[config.mk]
export PLATFORM = sky130hd
export DESIGN_NAME = key_value_array_table_core_flat
export DESIGN_NICKNAME = d
export VERILOG_FILES = /design/src/kvat_pkg.sv /design/src/kvat_req_if.sv /design/src/kvat_rsp_if.sv /design/src/kvat_ram.sv /design/src/key_value_array_table_core.sv /design/src/flat_wrapper.sv
export VERILOG_INCLUDE_DIRS = /design/src /design/src/src
export SDC_FILE = /design/constraint.sdc
export NUM_CORES = 1
export LEC_CHECK = 0
export BUFFER_PORTS_ARGS = -buffer_cell sky130_fd_sc_hd__buf_2
export CORE_UTILIZATION = 40
export CTS_CLUSTER_DIAMETER = 200
export DETAILED_ROUTE_END_ITERATION = 8
export GPL_TIMING_DRIVEN = 1
export HOLD_SLACK_MARGIN = 0.1
export SLEW_MARGIN = 10
export SYNTH_ARGS = -nofsm -noshare
export SYNTH_HDL_FRONTEND = slang
export SYNTH_HIERARCHICAL = 1
export SYNTH_SLANG_ARGS = --single-unit
export TNS_END_PERCENT = 20
[constraint.sdc]
create_clock -name clk_i -period 8.6 [get_ports clk_i]
set_clock_uncertainty 0.2 [all_clocks]
set_input_delay 0.43 -clock clk_i [delete_from_list [all_inputs] [get_ports clk_i]]
set_output_delay 0.43 -clock clk_i [all_outputs]
set_load 0.02 [all_outputs]
[src/key_value_array_table_core_macros.svh]
// assertion helpers for the key/value table
`ifndef KEY_VALUE_ARRAY_TABLE_CORE_MACROS_SVH
`define KEY_VALUE_ARRAY_TABLE_CORE_MACROS_SVH

`ifndef SYNTHESIS

// checked at every edge outside reset
`define KVAT_ASSERT(lbl, clk, rstn, prop, msg) \
  lbl: assert property (@(posedge clk) disable iff (!rstn) prop) else $error(msg);

// checked at every edge, reset included
`define KVAT_ASSERT_NR(lbl, clk, prop, msg) \
  lbl: assert property (@(posedge clk) prop) else $error(msg);

`else

`define KVAT_ASSERT(lbl, clk, rstn, prop, msg)
`define KVAT_ASSERT_NR(lbl, clk, prop, msg)

`endif

`endif

[src/kvat_pkg.sv]
package kvat_pkg;

  localparam int unsigned KIND_W   = 2;
  localparam int unsigned KEY_W    = 32;
  localparam int unsigned VAL_W    = 8;
  localparam int unsigned STATUS_W = 2;
  localparam int unsigned CAP_W    = 6;

  localparam logic [CAP_W-1:0] CAP_RESET = 6'd32;

  typedef enum logic [KIND_W-1:0] {
    KIND_SEARCH = 2'd0,
    KIND_INSERT = 2'd1,
    KIND_DELETE = 2'd2
  } kind_e;

  typedef enum logic [STATUS_W-1:0] {
    ST_DONE      = 2'd0,
    ST_NOT_FOUND = 2'd1,
    ST_FULL      = 2'd2,
    ST_DUPLICATE = 2'd3
  } status_e;

  typedef logic signed [KEY_W-1:0] key_t;
  typedef logic [VAL_W-1:0]        val_t;

  // one table slot as stored in memory
  typedef struct packed {
    key_t key;
    val_t value;
  } entry_t;

endpackage

[src/kvat_req_if.sv]
interface kvat_req_if;
  import kvat_pkg::*;

  logic              valid;
  logic              ready;
  logic [KIND_W-1:0] kind;
  key_t              key;
  val_t              entry_value;

  modport source (output valid, kind, key, entry_value, input ready);
  modport sink (input valid, kind, key, entry_value, output ready);
endinterface

[src/kvat_rsp_if.sv]
interface kvat_rsp_if;
  import kvat_pkg::*;

  logic                valid;
  logic                ready;
  logic [STATUS_W-1:0] status;
  val_t                found_value;

  modport source (output valid, status, found_value, input ready);
  modport sink (input valid, status, found_value, output ready);
endinterface

[src/kvat_ram.sv]
module kvat_ram #(
  parameter int unsigned WIDTH = 8,
  parameter int unsigned DEPTH = 32
) (
  input  logic                     clk_i,
  input  logic                     we_i,
  input  logic [$clog2(DEPTH)-1:0] waddr_i,
  input  logic [WIDTH-1:0]         wdata_i,
  input  logic                     re_i,
  input  logic [$clog2(DEPTH)-1:0] raddr_i,
  output logic [WIDTH-1:0]         rdata_o
);

  logic [WIDTH-1:0] mem_q [DEPTH];
  logic [WIDTH-1:0] rdata_q;

  always_ff @(posedge clk_i) begin
    if (we_i) begin
      mem_q[waddr_i] <= wdata_i;
    end
    if (re_i) begin
      rdata_q <= mem_q[raddr_i];
    end
  end

  assign rdata_o = rdata_q;

endmodule

[src/key_value_array_table_core.sv]
// key/value table: unsorted, densely packed slots with search, insert and delete
//
// channels: req_i (sink) carries kind, key and entry_value; rsp_o (source)
// carries status and found_value. a beat moves when valid and ready are high.
// cfg_we_i/cfg_data_i write the capacity register (slots usable, clipped to
// DEPTH); write it only while no request is in flight.
//
// each request is handled alone by a sequencer around one single-port-write,
// registered-read memory that holds key and value side by side. the scan
// reads one slot per cycle and compares it in the cycle after its read;
// delete then moves the later slots down one per cycle (read j+1, write j).
// ready is high only between requests; a finished response sits in the
// output register, so a new request is taken while the receiver stalls.
// reset empties the table (entry count zero), sets capacity to 32 and drops
// any pending response; memory contents are left as they are.
`include "key_value_array_table_core_macros.svh"

module key_value_array_table_core #(
  parameter int unsigned DEPTH = 32
) (
  input  logic                       clk_i,
  input  logic                       rst_ni,
  input  logic                       cfg_we_i,
  input  logic [kvat_pkg::CAP_W-1:0] cfg_data_i,
  kvat_req_if.sink                   req_i,
  kvat_rsp_if.source                 rsp_o
);
  import kvat_pkg::*;

  localparam int unsigned AW = $clog2(DEPTH);
  localparam int unsigned CW = $clog2(DEPTH + 1);
  localparam int unsigned UW = (CW > CAP_W) ? CW : CAP_W;
  localparam logic [UW-1:0] DEPTH_U = UW'(DEPTH);

  typedef enum logic [1:0] {
    S_IDLE,
    S_SCAN,
    S_SHIFT,
    S_FINISH
  } state_e;

  // control state
  state_e             state_q, state_d;
  logic [CAP_W-1:0]   cap_q, cap_d;
  logic [CW-1:0]      count_q, count_d;
  logic [CW-1:0]      rd_idx_q, rd_idx_d;    // next slot to read
  logic [CW-1:0]      wr_idx_q, wr_idx_d;    // slot being refilled by the shift
  logic [CW-1:0]      lim_q, lim_d;          // slots visible to the scan
  logic               pend_q, pend_d;        // memory output holds a slot to compare
  logic               out_valid_q, out_valid_d;
  logic [STATUS_W-1:0] out_status_q, out_status_d;
  val_t               out_found_q, out_found_d;

  // request payload and result under construction
  kind_e              kind_q, kind_d;
  key_t               key_q, key_d;
  val_t               val_q, val_d;
  status_e            res_status_q, res_status_d;
  val_t               res_found_q, res_found_d;

  // memory port
  logic               mem_we;
  logic [AW-1:0]      mem_waddr;
  entry_t             mem_wdata;
  logic               mem_re;
  entry_t             mem_rdata;

  logic [UW-1:0]      usable_w;
  logic [CW-1:0]      usable_c;
  logic [CW-1:0]      lim_c;
  logic               hit;

  kvat_ram #(
    .WIDTH ($bits(entry_t)),
    .DEPTH (DEPTH)
  ) u_ram (
    .clk_i   (clk_i),
    .we_i    (mem_we),
    .waddr_i (mem_waddr),
    .wdata_i (mem_wdata),
    .re_i    (mem_re),
    .raddr_i (rd_idx_q[AW-1:0]),
    .rdata_o (mem_rdata)
  );

  // usable size is capacity clipped to the built depth
  assign usable_w = (UW'(cap_q) > DEPTH_U) ? DEPTH_U : UW'(cap_q);
  assign usable_c = usable_w[CW-1:0];
  assign lim_c    = (usable_c < count_q) ? usable_c : count_q;

  assign hit = pend_q && (mem_rdata.key == key_q);

  assign mem_re = (state_q == S_SCAN) || (state_q == S_SHIFT);

  assign req_i.ready       = (state_q == S_IDLE);
  assign rsp_o.valid       = out_valid_q;
  assign rsp_o.status      = out_status_q;
  assign rsp_o.found_value = out_found_q;

  always_comb begin
    state_d      = state_q;
    cap_d        = cfg_we_i ? cfg_data_i : cap_q;
    count_d      = count_q;
    rd_idx_d     = rd_idx_q;
    wr_idx_d     = wr_idx_q;
    lim_d        = lim_q;
    pend_d       = pend_q;
    out_valid_d  = out_valid_q && !rsp_o.ready;
    out_status_d = out_status_q;
    out_found_d  = out_found_q;
    kind_d       = kind_q;
    key_d        = key_q;
    val_d        = val_q;
    res_status_d = res_status_q;
    res_found_d  = res_found_q;
    mem_we       = 1'b0;
    mem_waddr    = wr_idx_q[AW-1:0];
    mem_wdata    = mem_rdata;

    case (state_q)
      S_IDLE: begin
        if (req_i.valid) begin
          kind_d       = kind_e'(req_i.kind);
          key_d        = req_i.key;
          val_d        = req_i.entry_value;
          rd_idx_d     = '0;
          pend_d       = 1'b0;
          lim_d        = lim_c;
          res_found_d  = '0;
          res_status_d = ST_DONE;
          case (kind_e'(req_i.kind))
            KIND_SEARCH, KIND_DELETE: begin
              state_d = S_SCAN;
            end
            KIND_INSERT: begin
              // full check comes before the duplicate scan
              if (usable_c <= count_q) begin
                res_status_d = ST_FULL;
                state_d      = S_FINISH;
              end else begin
                state_d = S_SCAN;
              end
            end
            default: begin
              // unused kind: nothing changes
              state_d = S_FINISH;
            end
          endcase
        end
      end

      S_SCAN: begin
        if (hit) begin
          pend_d = 1'b0;
          case (kind_q)
            KIND_SEARCH: begin
              res_status_d = ST_DONE;
              res_found_d  = mem_rdata.value;
              state_d      = S_FINISH;
            end
            KIND_INSERT: begin
              res_status_d = ST_DUPLICATE;
              state_d      = S_FINISH;
            end
            KIND_DELETE: begin
              res_status_d = ST_DONE;
              if (rd_idx_q < count_q) begin
                // read of the slot after the match goes out this cycle
                wr_idx_d = rd_idx_q - CW'(1);
                rd_idx_d = rd_idx_q + CW'(1);
                state_d  = S_SHIFT;
              end else begin
                // match was the last used slot
                count_d = count_q - CW'(1);
                state_d = S_FINISH;
              end
            end
            default: begin
              state_d = S_FINISH;
            end
          endcase
        end else if (rd_idx_q < lim_q) begin
          pend_d   = 1'b1;
          rd_idx_d = rd_idx_q + CW'(1);
        end else begin
          // scan exhausted without a match
          pend_d  = 1'b0;
          state_d = S_FINISH;
          if (kind_q == KIND_INSERT) begin
            mem_we          = 1'b1;
            mem_waddr       = count_q[AW-1:0];
            mem_wdata.key   = key_q;
            mem_wdata.value = val_q;
            count_d         = count_q + CW'(1);
            res_status_d    = ST_DONE;
          end else begin
            res_status_d = ST_NOT_FOUND;
          end
        end
      end

      S_SHIFT: begin
        // memory output holds slot wr_idx + 1
        mem_we    = 1'b1;
        mem_waddr = wr_idx_q[AW-1:0];
        mem_wdata = mem_rdata;
        wr_idx_d  = wr_idx_q + CW'(1);
        if (rd_idx_q < count_q) begin
          rd_idx_d = rd_idx_q + CW'(1);
        end else begin
          count_d = count_q - CW'(1);
          state_d = S_FINISH;
        end
      end

      S_FINISH: begin
        if (!out_valid_q || rsp_o.ready) begin
          out_valid_d  = 1'b1;
          out_status_d = res_status_q;
          out_found_d  = res_found_q;
          state_d      = S_IDLE;
        end
      end

      default: begin
        state_d = S_IDLE;
      end
    endcase
  end

  always_ff @(posedge clk_i or negedge rst_ni) begin
    if (!rst_ni) begin
      state_q      <= S_IDLE;
      cap_q        <= CAP_RESET;
      count_q      <= '0;
      rd_idx_q     <= '0;
      wr_idx_q     <= '0;
      lim_q        <= '0;
      pend_q       <= 1'b0;
      out_valid_q  <= 1'b0;
      out_status_q <= '0;
      out_found_q  <= '0;
    end else begin
      state_q      <= state_d;
      cap_q        <= cap_d;
      count_q      <= count_d;
      rd_idx_q     <= rd_idx_d;
      wr_idx_q     <= wr_idx_d;
      lim_q        <= lim_d;
      pend_q       <= pend_d;
      out_valid_q  <= out_valid_d;
      out_status_q <= out_status_d;
      out_found_q  <= out_found_d;
    end
  end

  always_ff @(posedge clk_i) begin
    kind_q       <= kind_d;
    key_q        <= key_d;
    val_q        <= val_d;
    res_status_q <= res_status_d;
    res_found_q  <= res_found_d;
  end

  `KVAT_ASSERT(a_count_bound, clk_i, rst_ni, count_q <= CW'(DEPTH), "entry count above depth")
  `KVAT_ASSERT(a_shift_range, clk_i, rst_ni, (state_q == S_SHIFT) |-> ((wr_idx_q + CW'(1)) < count_q), "shift outside used slots")
  `KVAT_ASSERT(a_count_source, clk_i, rst_ni, (count_q != $past(count_q)) |-> (($past(state_q) == S_SCAN) || ($past(state_q) == S_SHIFT)), "entry count changed outside scan or shift")
  `KVAT_ASSERT(a_found_on_done, clk_i, rst_ni, (rsp_o.valid && (rsp_o.found_value != '0)) |-> (rsp_o.status == ST_DONE), "found value with failing status")
  `KVAT_ASSERT_NR(a_reset_quiet, clk_i, !rst_ni |-> ((state_q == S_IDLE) && !out_valid_q), "not idle in reset")

endmodule

[src/flat_wrapper.sv]
// flat-port wrapper written by rule: the top's interface ports become plain ports
module key_value_array_table_core_flat import kvat_pkg::*;
#(
  parameter int unsigned DEPTH = 32
)
  (clk_i, rst_ni, cfg_we_i, cfg_data_i, req_i_valid, req_i_kind, req_i_key, req_i_entry_value, req_i_ready, rsp_o_valid, rsp_o_status, rsp_o_found_value, rsp_o_ready);
  kvat_req_if req_i_i ();
  kvat_rsp_if rsp_o_i ();
  input  logic clk_i;
  input  logic rst_ni;
  input  logic cfg_we_i;
  input  logic [kvat_pkg::CAP_W-1:0] cfg_data_i;
  input wire logic [$bits(req_i_i.valid)-1:0] req_i_valid;
  input wire logic [$bits(req_i_i.kind)-1:0] req_i_kind;
  input wire logic [$bits(req_i_i.key)-1:0] req_i_key;
  input wire logic [$bits(req_i_i.entry_value)-1:0] req_i_entry_value;
  output wire logic [$bits(req_i_i.ready)-1:0] req_i_ready;
  output wire logic [$bits(rsp_o_i.valid)-1:0] rsp_o_valid;
  output wire logic [$bits(rsp_o_i.status)-1:0] rsp_o_status;
  output wire logic [$bits(rsp_o_i.found_value)-1:0] rsp_o_found_value;
  input wire logic [$bits(rsp_o_i.ready)-1:0] rsp_o_ready;
  assign req_i_i.valid = req_i_valid;
  assign req_i_i.kind = req_i_kind;
  assign req_i_i.key = req_i_key;
  assign req_i_i.entry_value = req_i_entry_value;
  assign req_i_ready = req_i_i.ready;
  assign rsp_o_valid = rsp_o_i.valid;
  assign rsp_o_status = rsp_o_i.status;
  assign rsp_o_found_value = rsp_o_i.found_value;
  assign rsp_o_i.ready = rsp_o_ready;
  key_value_array_table_core #(.DEPTH(DEPTH)) u_core (.clk_i(clk_i), .rst_ni(rst_ni), .cfg_we_i(cfg_we_i), .cfg_data_i(cfg_data_i), .req_i(req_i_i), .rsp_o(rsp_o_i));
endmodule
## Word level (Yosys, flattened, before mapping)

Memories as Yosys holds them, arrays and structs flattened. A register that Yosys moved wholly into a read port is not among the register bits.
Index checks and enable logic that the tools add are counted.

- Muxes and demuxes: 60
- Equality and inequality tests: 20
- Reductions and logical operators: 23
- Add/sub/neg operators: 5
- Magnitude comparators: 5

Operators by type and width:

| kind | count |
|---|---|
| $mux 40 | 4 |
| $mux 6 | 15 |
| $eq 32x32->1 | 1 |
| $mux 2 | 12 |
| $mux 8 | 3 |
| $pmux 6 s2 | 2 |
| $reduce_and 4->1 | 6 |
| $mux 5 | 4 |
| $add 6x1->6 const B | 3 |
| $lt 6x6->1 | 3 |
| $pmux 6 s3 | 1 |
| $pmux 8 s2 | 1 |
| $mux 1 | 12 |
| $pmux 2 s2 | 3 |
| $sub 6x1->6 const B | 2 |
| $ne 2x2->1 const B | 5 |
| $ne 3x2->1 const B | 3 |
| $eq 2x2->1 const B | 4 |
| $pmux 2 s4 | 1 |
| $eq 2x1->1 const B | 3 |
| $gt 6x6->1 const B | 1 |
| $le 6x6->1 | 1 |
| $logic_not 2->1 | 3 |
| $reduce_and 2->1 | 3 |
| other kinds (10) | 17 |

- Output and inout port bits: 12
- Logic and storage cells: 129
- Memories: 1
- RAM bits: 1280
- Register bits: 96

Memory list:

| name | words | bits a word | rd ports | clocked after Yosys merged registers in | write ports | RTL line | RTL |
|---|---|---|---|---|---|---|---|
| u_core.u_ram.mem_q | 32 | 40 | 1 | 1 | 1 | kvat_ram.sv:14 | `logic [WIDTH-1:0] mem_q [DEPTH];` |

## Depth between registers and ports, before layout

- Depth after elaboration: 7
- Depth in mapped cells: 12
- Mapped depth without buffers: 11

## By module

The synthesis kept the hierarchy.

By module, submodules not included:

| module | area each (sq um) | cells each | times used |
|---|---|---|---|
| kvat_ram | 50965.1 | 2813 | 1 |
| key_value_array_table_core | 5355.1 | 452 | 1 |

## Worst setup path before layout

OpenSTA, ideal clock, no wires.

- Path kind: flip-flop to flip-flop
- Start point: reg u_core.key_q[5]
- End point: mem u_core/u_ram/mem_q[12][0] (netlist name), enable pin
- Cell stages (with the launch flop): 12
- Path buffers: 2
- Data arrival time: 4.784 ns
- Clock period less this slack: 5.422 ns
- Slack: 3.178 ns
- Data required time: 7.963 ns
- Cell sequence: edfxtp_1 > xnor2_1 > nand4_1 > or4_4 > nor3_1 > nor2_1 > nand2_2 > buf_2 > mux2_2 > or3b_2 > clkbuf_1 > nor2_1

- Elaborated cells between the ends (all ways): 8
- Those cells by class: 1 x eq/ne; 6 x mux; 1 x reduce/logical

RTL lines:

| element | RTL line | RTL |
|---|---|---|
| start: declaration | key_value_array_table_core.sv:56 | `key_t key_q, key_d;` |
| start signal: assignment | key_value_array_table_core.sv:259 | `key_q <= key_d;` |
| $eq 32x32->1 | key_value_array_table_core.sv:91 | `assign hit = pend_q && (mem_rdata.key == key_q);` |
| $logic_and 1x1->1 | key_value_array_table_core.sv:91 |  |
| $mux 5 | key_value_array_table_core.sv:153 | `if (hit) begin` |
| $mux 5 | key_value_array_table_core.sv:120 | `case (state_q)` |
| net u_core.mem_waddr[1] | key_value_array_table_core.sv:63 | `logic [AW-1:0] mem_waddr;` |
| end: declaration | kvat_ram.sv:14 |  |

The timed path passes the listed nets, and every way through them passes these cells.

## Worst setup path in the final report

- Start point: reg u_core.key_q[10]
- End point: mem u_core/u_ram/mem_q[17][21] (netlist name), enable pin

Same word-level chain as after synthesis.

==> summary.txt <==
GRT
  – Initial antenna violation count: 7
  – Vias in the first global route: 29.0k
  – Grt peak-use layer: met2
  – GR Util met2: 0.320
  – Gr ovfl total: 0
  – Total Routing Usage GR: 0.204
  – Met1 usage: 0.293
  – First-pass GRT wire length: 209000 um
  – Grt met3 use: 0.0325
  – Largest net degree at the start of global routing: a little under 100

Logic synthesis
  – Synth Cell Area: about 0.056 mm^2
  – Most used DFF post-synth: edfxtp_1
  – Top cells by area, synth: edfxtp_1, mux2i_1, dfrtp_1
  – Flop and latch count out of synthesis: ~1.4k
  – EDFF count, synth: roughly 1.4k
  – Post-synth top area share: 0.732
  – Avg Cell Area, Syn: 17.2 um^2
  – Dominant cell type by area after synthesis: edfxtp_1
  – Synth Net Count: 3343
  – Sequential-to-total area share from yosys stat: 0.751
  – Synth async-reset ratio: 0.0304
  – YS warnings: 6
  – Count of unique library cells instantiated by Yosys: 64
  – Post-synthesis cell count: approximately 3.3k

CTS
  – Resized Gates After CTS: 0
  – H-tree depth: 4
  – CTS Root Cell: clkbuf_16
  – Worst-case clock buffer depth: 3
  – Clock Sinks: around 1.4k
  – CTS tree: built
  – Clock-pin slew on the worst setup and hold paths: about 0.060 ns
  – Worst-Skew Late Latency: roughly 0.76 ns
  – Post-CTS setup buffers: 0
  – Num CTS Buffers: 143

Worst setup path
  – Worst Path Class, Setup: register to register
  – Critical path arrival: around 5.9 ns
  – Critical-path cell list: xnor2_1 -> nand2_1 -> or4_1 -> nor3_1 -> nor2_1 -> nand2_4 -> mux2_2 -> nand3b_1 -> nor2_4 -> buf_4
  – Worst flop-to-flop path startpoint: u_core/key_q[10]$_DFFE_PP_
  – Crit path launch: u_core/key_q[10]$_DFFE_PP_
  – CP endpoint kind: register
  – Worst path bufs/invs: 1
  – Startpoint types: register
  – Largest delay share family, worst path: simple AND/OR/NAND/NOR gates
  – CP max FO: 46
  – CP max stage cell: nand3b_1
  – CP peak stage delay: 0.72 ns
  – CP required: between 8 and 9 ns

Power and ir drop
  – Leak: about 20 nW
  – Power density cells: 308 mW/mm^2
  – Worst IR Drop VDD: roughly 0.26 mV

STA
  – Post-route clock period utilization: 0.661
  – Relative slew slack: 0.237
  – Final slew viol count: 0
  – Tmin final: between 5 and 6 ns
  – Setup TNS: 0 ns
  – Hold violation total from the final report: 0
  – Final Setup Violations: 0
  – Worst-Margin Slew: around 1.1 ns
  – RSZ-0062 raised after global routing: no
  – Final worst slack: approximately 2.9 ns
  – FMAX: 176 MHz

Finish
  – Layout cell share with drive strength beyond 1: 0.126
  – P&R area growth vs syn: 13.3%
  – Commonest non-fill, non-tap cell in the layout: edfxtp_1
  – Fill cells: 12.0k
  – Final Instance Area: roughly 0.064 mm^2
  – Nets: roughly 3.5k
  – Commonest non-fill, non-tap cells in the layout: edfxtp_1, mux2i_1, nand2_1, clkbuf_16, a21oi_1

Die
  – Die Wd: ~380 um
  – Die Area: 0.142 mm^2
  – Num rows: 137
  – Core Area: 0.140 mm^2
  – Initial cell density of the core: 0.404
  – I/O pin count: 65
  – Die Y-Extent: around 380 um

Run status
  – Status: finished clean

Routing
  – TritonRoute pass-1 iters: 6
  – Final ANT Viol Nets: 0
  – Post-DR wirelength/cell: roughly 27 um
  – DR vias/cell: 5.56
  – DR DRC count: 0
  – Detailed-route via count: ~30k
  – Iter 0 DRT Violations: 2907
  – Drt total wl: between 100000 and 150000 um

Placement
  – Placement Setup Slack: ~3.0 ns
  – GP Congestion: slightly above 0.8
  – Port Buffers: 64
  – Placed cell area: slightly below 0.06 mm^2
  – Post-DP HPWL: 84900 um

Job
  – Max-Cap Viols: 0

Hold path
  – Min-delay src: req_i_valid
  – Hold Path Class: input port to register
## layer usage
layer  part of all wire  vias up  routed length [um]
met3              0.065      183                9520
met5                  0        -                   0
met1               0.44    15600               64300
met2               0.47     1080               68200
met4              0.026        0                3790
li1                   -    13200                   -
## Yosys cell counts, types with 3 or more instances
| cell type | count |
|---|---|
| a21oi_1 | 144 |
| a22o_1 | 80 |
| a22oi_1 | 120 |
| a31oi_1 | 47 |
| and2_1 | 9 |
| buf_1 | 11 |
| buf_2 | 35 |
| buf_4 | 24 |
| buf_6 | 30 |
| clkbuf_1 | 69 |
| clkbuf_4 | 3 |
| dfrtp_1 | 42 |
| edfxtp_1 | 1372 |
| ha_1 | 25 |
| inv_1 | 21 |
| mux2_2 | 63 |
| mux2i_1 | 648 |
| nand2_1 | 150 |
| nand2b_1 | 9 |
| nand3_1 | 134 |
| nand3b_1 | 5 |
| nand4_1 | 9 |
| nor2_1 | 42 |
| nor2b_1 | 8 |
| nor3_1 | 50 |
| nor4_1 | 5 |
| o21a_1 | 3 |
| o21ai_0 | 14 |
| o22ai_1 | 3 |
| o31ai_1 | 8 |
| o31ai_2 | 3 |
| xnor2_1 | 25 |
| xor2_1 | 15 |
## worst reg2reg max path, delay by kind of cell, from the launching register on
kind	cells	cell delay [ns]
simple gates	7	3.10
buf+inv	1	0.59
xor+xnor	1	0.47
mux	1	0.45
flops	1	0.41
## registers in the layout, indices dropped and copies added (netlist names)
name / count
u_core/res_found_q: 8
u_core/kind_q: 2
u_core/count_q: 6
u_core/pend_q: 1
u_core/cap_q: 6
u_core/rsp_o.status: 2
u_core/rsp_o.valid: 1
u_core/state_q: 2
u_core/u_ram/mem_q: 1280
u_core/res_status_q: 2
u_core/u_ram/rdata_o: 40
u_core/val_q: 8
u_core/key_q: 32
u_core/rsp_o.found_value: 8
u_core/wr_idx_q: 5
u_core/rd_idx_q: 6
u_core/lim_q: 6
## kinds of logic (layout without fill, tap and decap cells)
family                     after synthesis  in the layout  share of synthesized area
DFF                                   1415           1415                      0.751
buffers and inverters                  196            460                     0.0201
xor gates and xnor gates                40             40                    0.00622
AOI/OAI and AO/OA                      438            438                     0.0528
adders and majority gates               25             25                    0.00555
other                                    0              1                          0
muxes                                  711            711                      0.128
and+or+nand+nor                        440            440                     0.0369
## path summary, 6_finish.rpt
kind                                                      endpoint  slack (ns)  cells after the start
max                           u_core/u_ram/mem_q[17][21]$_DFFE_PP_        2.91                     10
min                                    u_core/lim_q[0]$_DFFE_PN0P_        0.14                      4
max reg2reg                   u_core/u_ram/mem_q[17][21]$_DFFE_PP_        2.91                     10
min reg2reg                u_core/rsp_o.found_value[5]$_DFFE_PN0P_        0.28                      1
max in group asynchronous           u_core/rd_idx_q[0]$_DFFE_PN0P_        7.26                      2
min in group asynchronous              u_core/cap_q[1]$_DFFE_PN0P_        0.19                      2
## cell type report
| class | count | area (um^2) | share of cell area |
|---|---|---|---|
| diodes | 1 | 2.50 | 0.0000392 |
| clock buffers | 178 | 3830 | 0.0600 |
| clock inverters | 78 | 654 | 0.0103 |
| inverters | 21 | 78.8 | 0.00124 |
| multi-input cells | 1654 | 13200 | 0.207 |
| flip-flops and latches | 1415 | 42300 | 0.662 |
| well taps | 1876 | 2350 | 0.0368 |
| repair buffers | 183 | 1420 | 0.0222 |
## where the power goes
part	leakage (nW)	switching (mW)	internal (mW)	total [mW]
Sequential	12.9	0.218	9.08	9.30
Combinational	5.14	3.16	1.22	4.37
Clock	2.20	2.59	3.41	6.00
Total	20.2	5.97	13.7	19.7
## through the flow
step | hold slack (ns) | instances | total power, mW | util
floorplan | -0.0656 | 3265 | 12.1 | -
global placement | 0.262 | 5093 | 13.8 | 0.421
detailed placement | 0.265 | 5093 | 13.8 | 0.421
CTS | 0.101 | 5405 | 19.8 | 0.457
global route | 0.158 | 5405 | 20.4 | 0.457
finish | 0.141 | 5406 | 19.7 | 0.457
## repair_timing
item,in CTS,in global routing
endpoints found under the hold margin,93,0
endpoints found under the setup margin,0,0
hold buffers,56,0
Power figures use the tool's default switching activity.
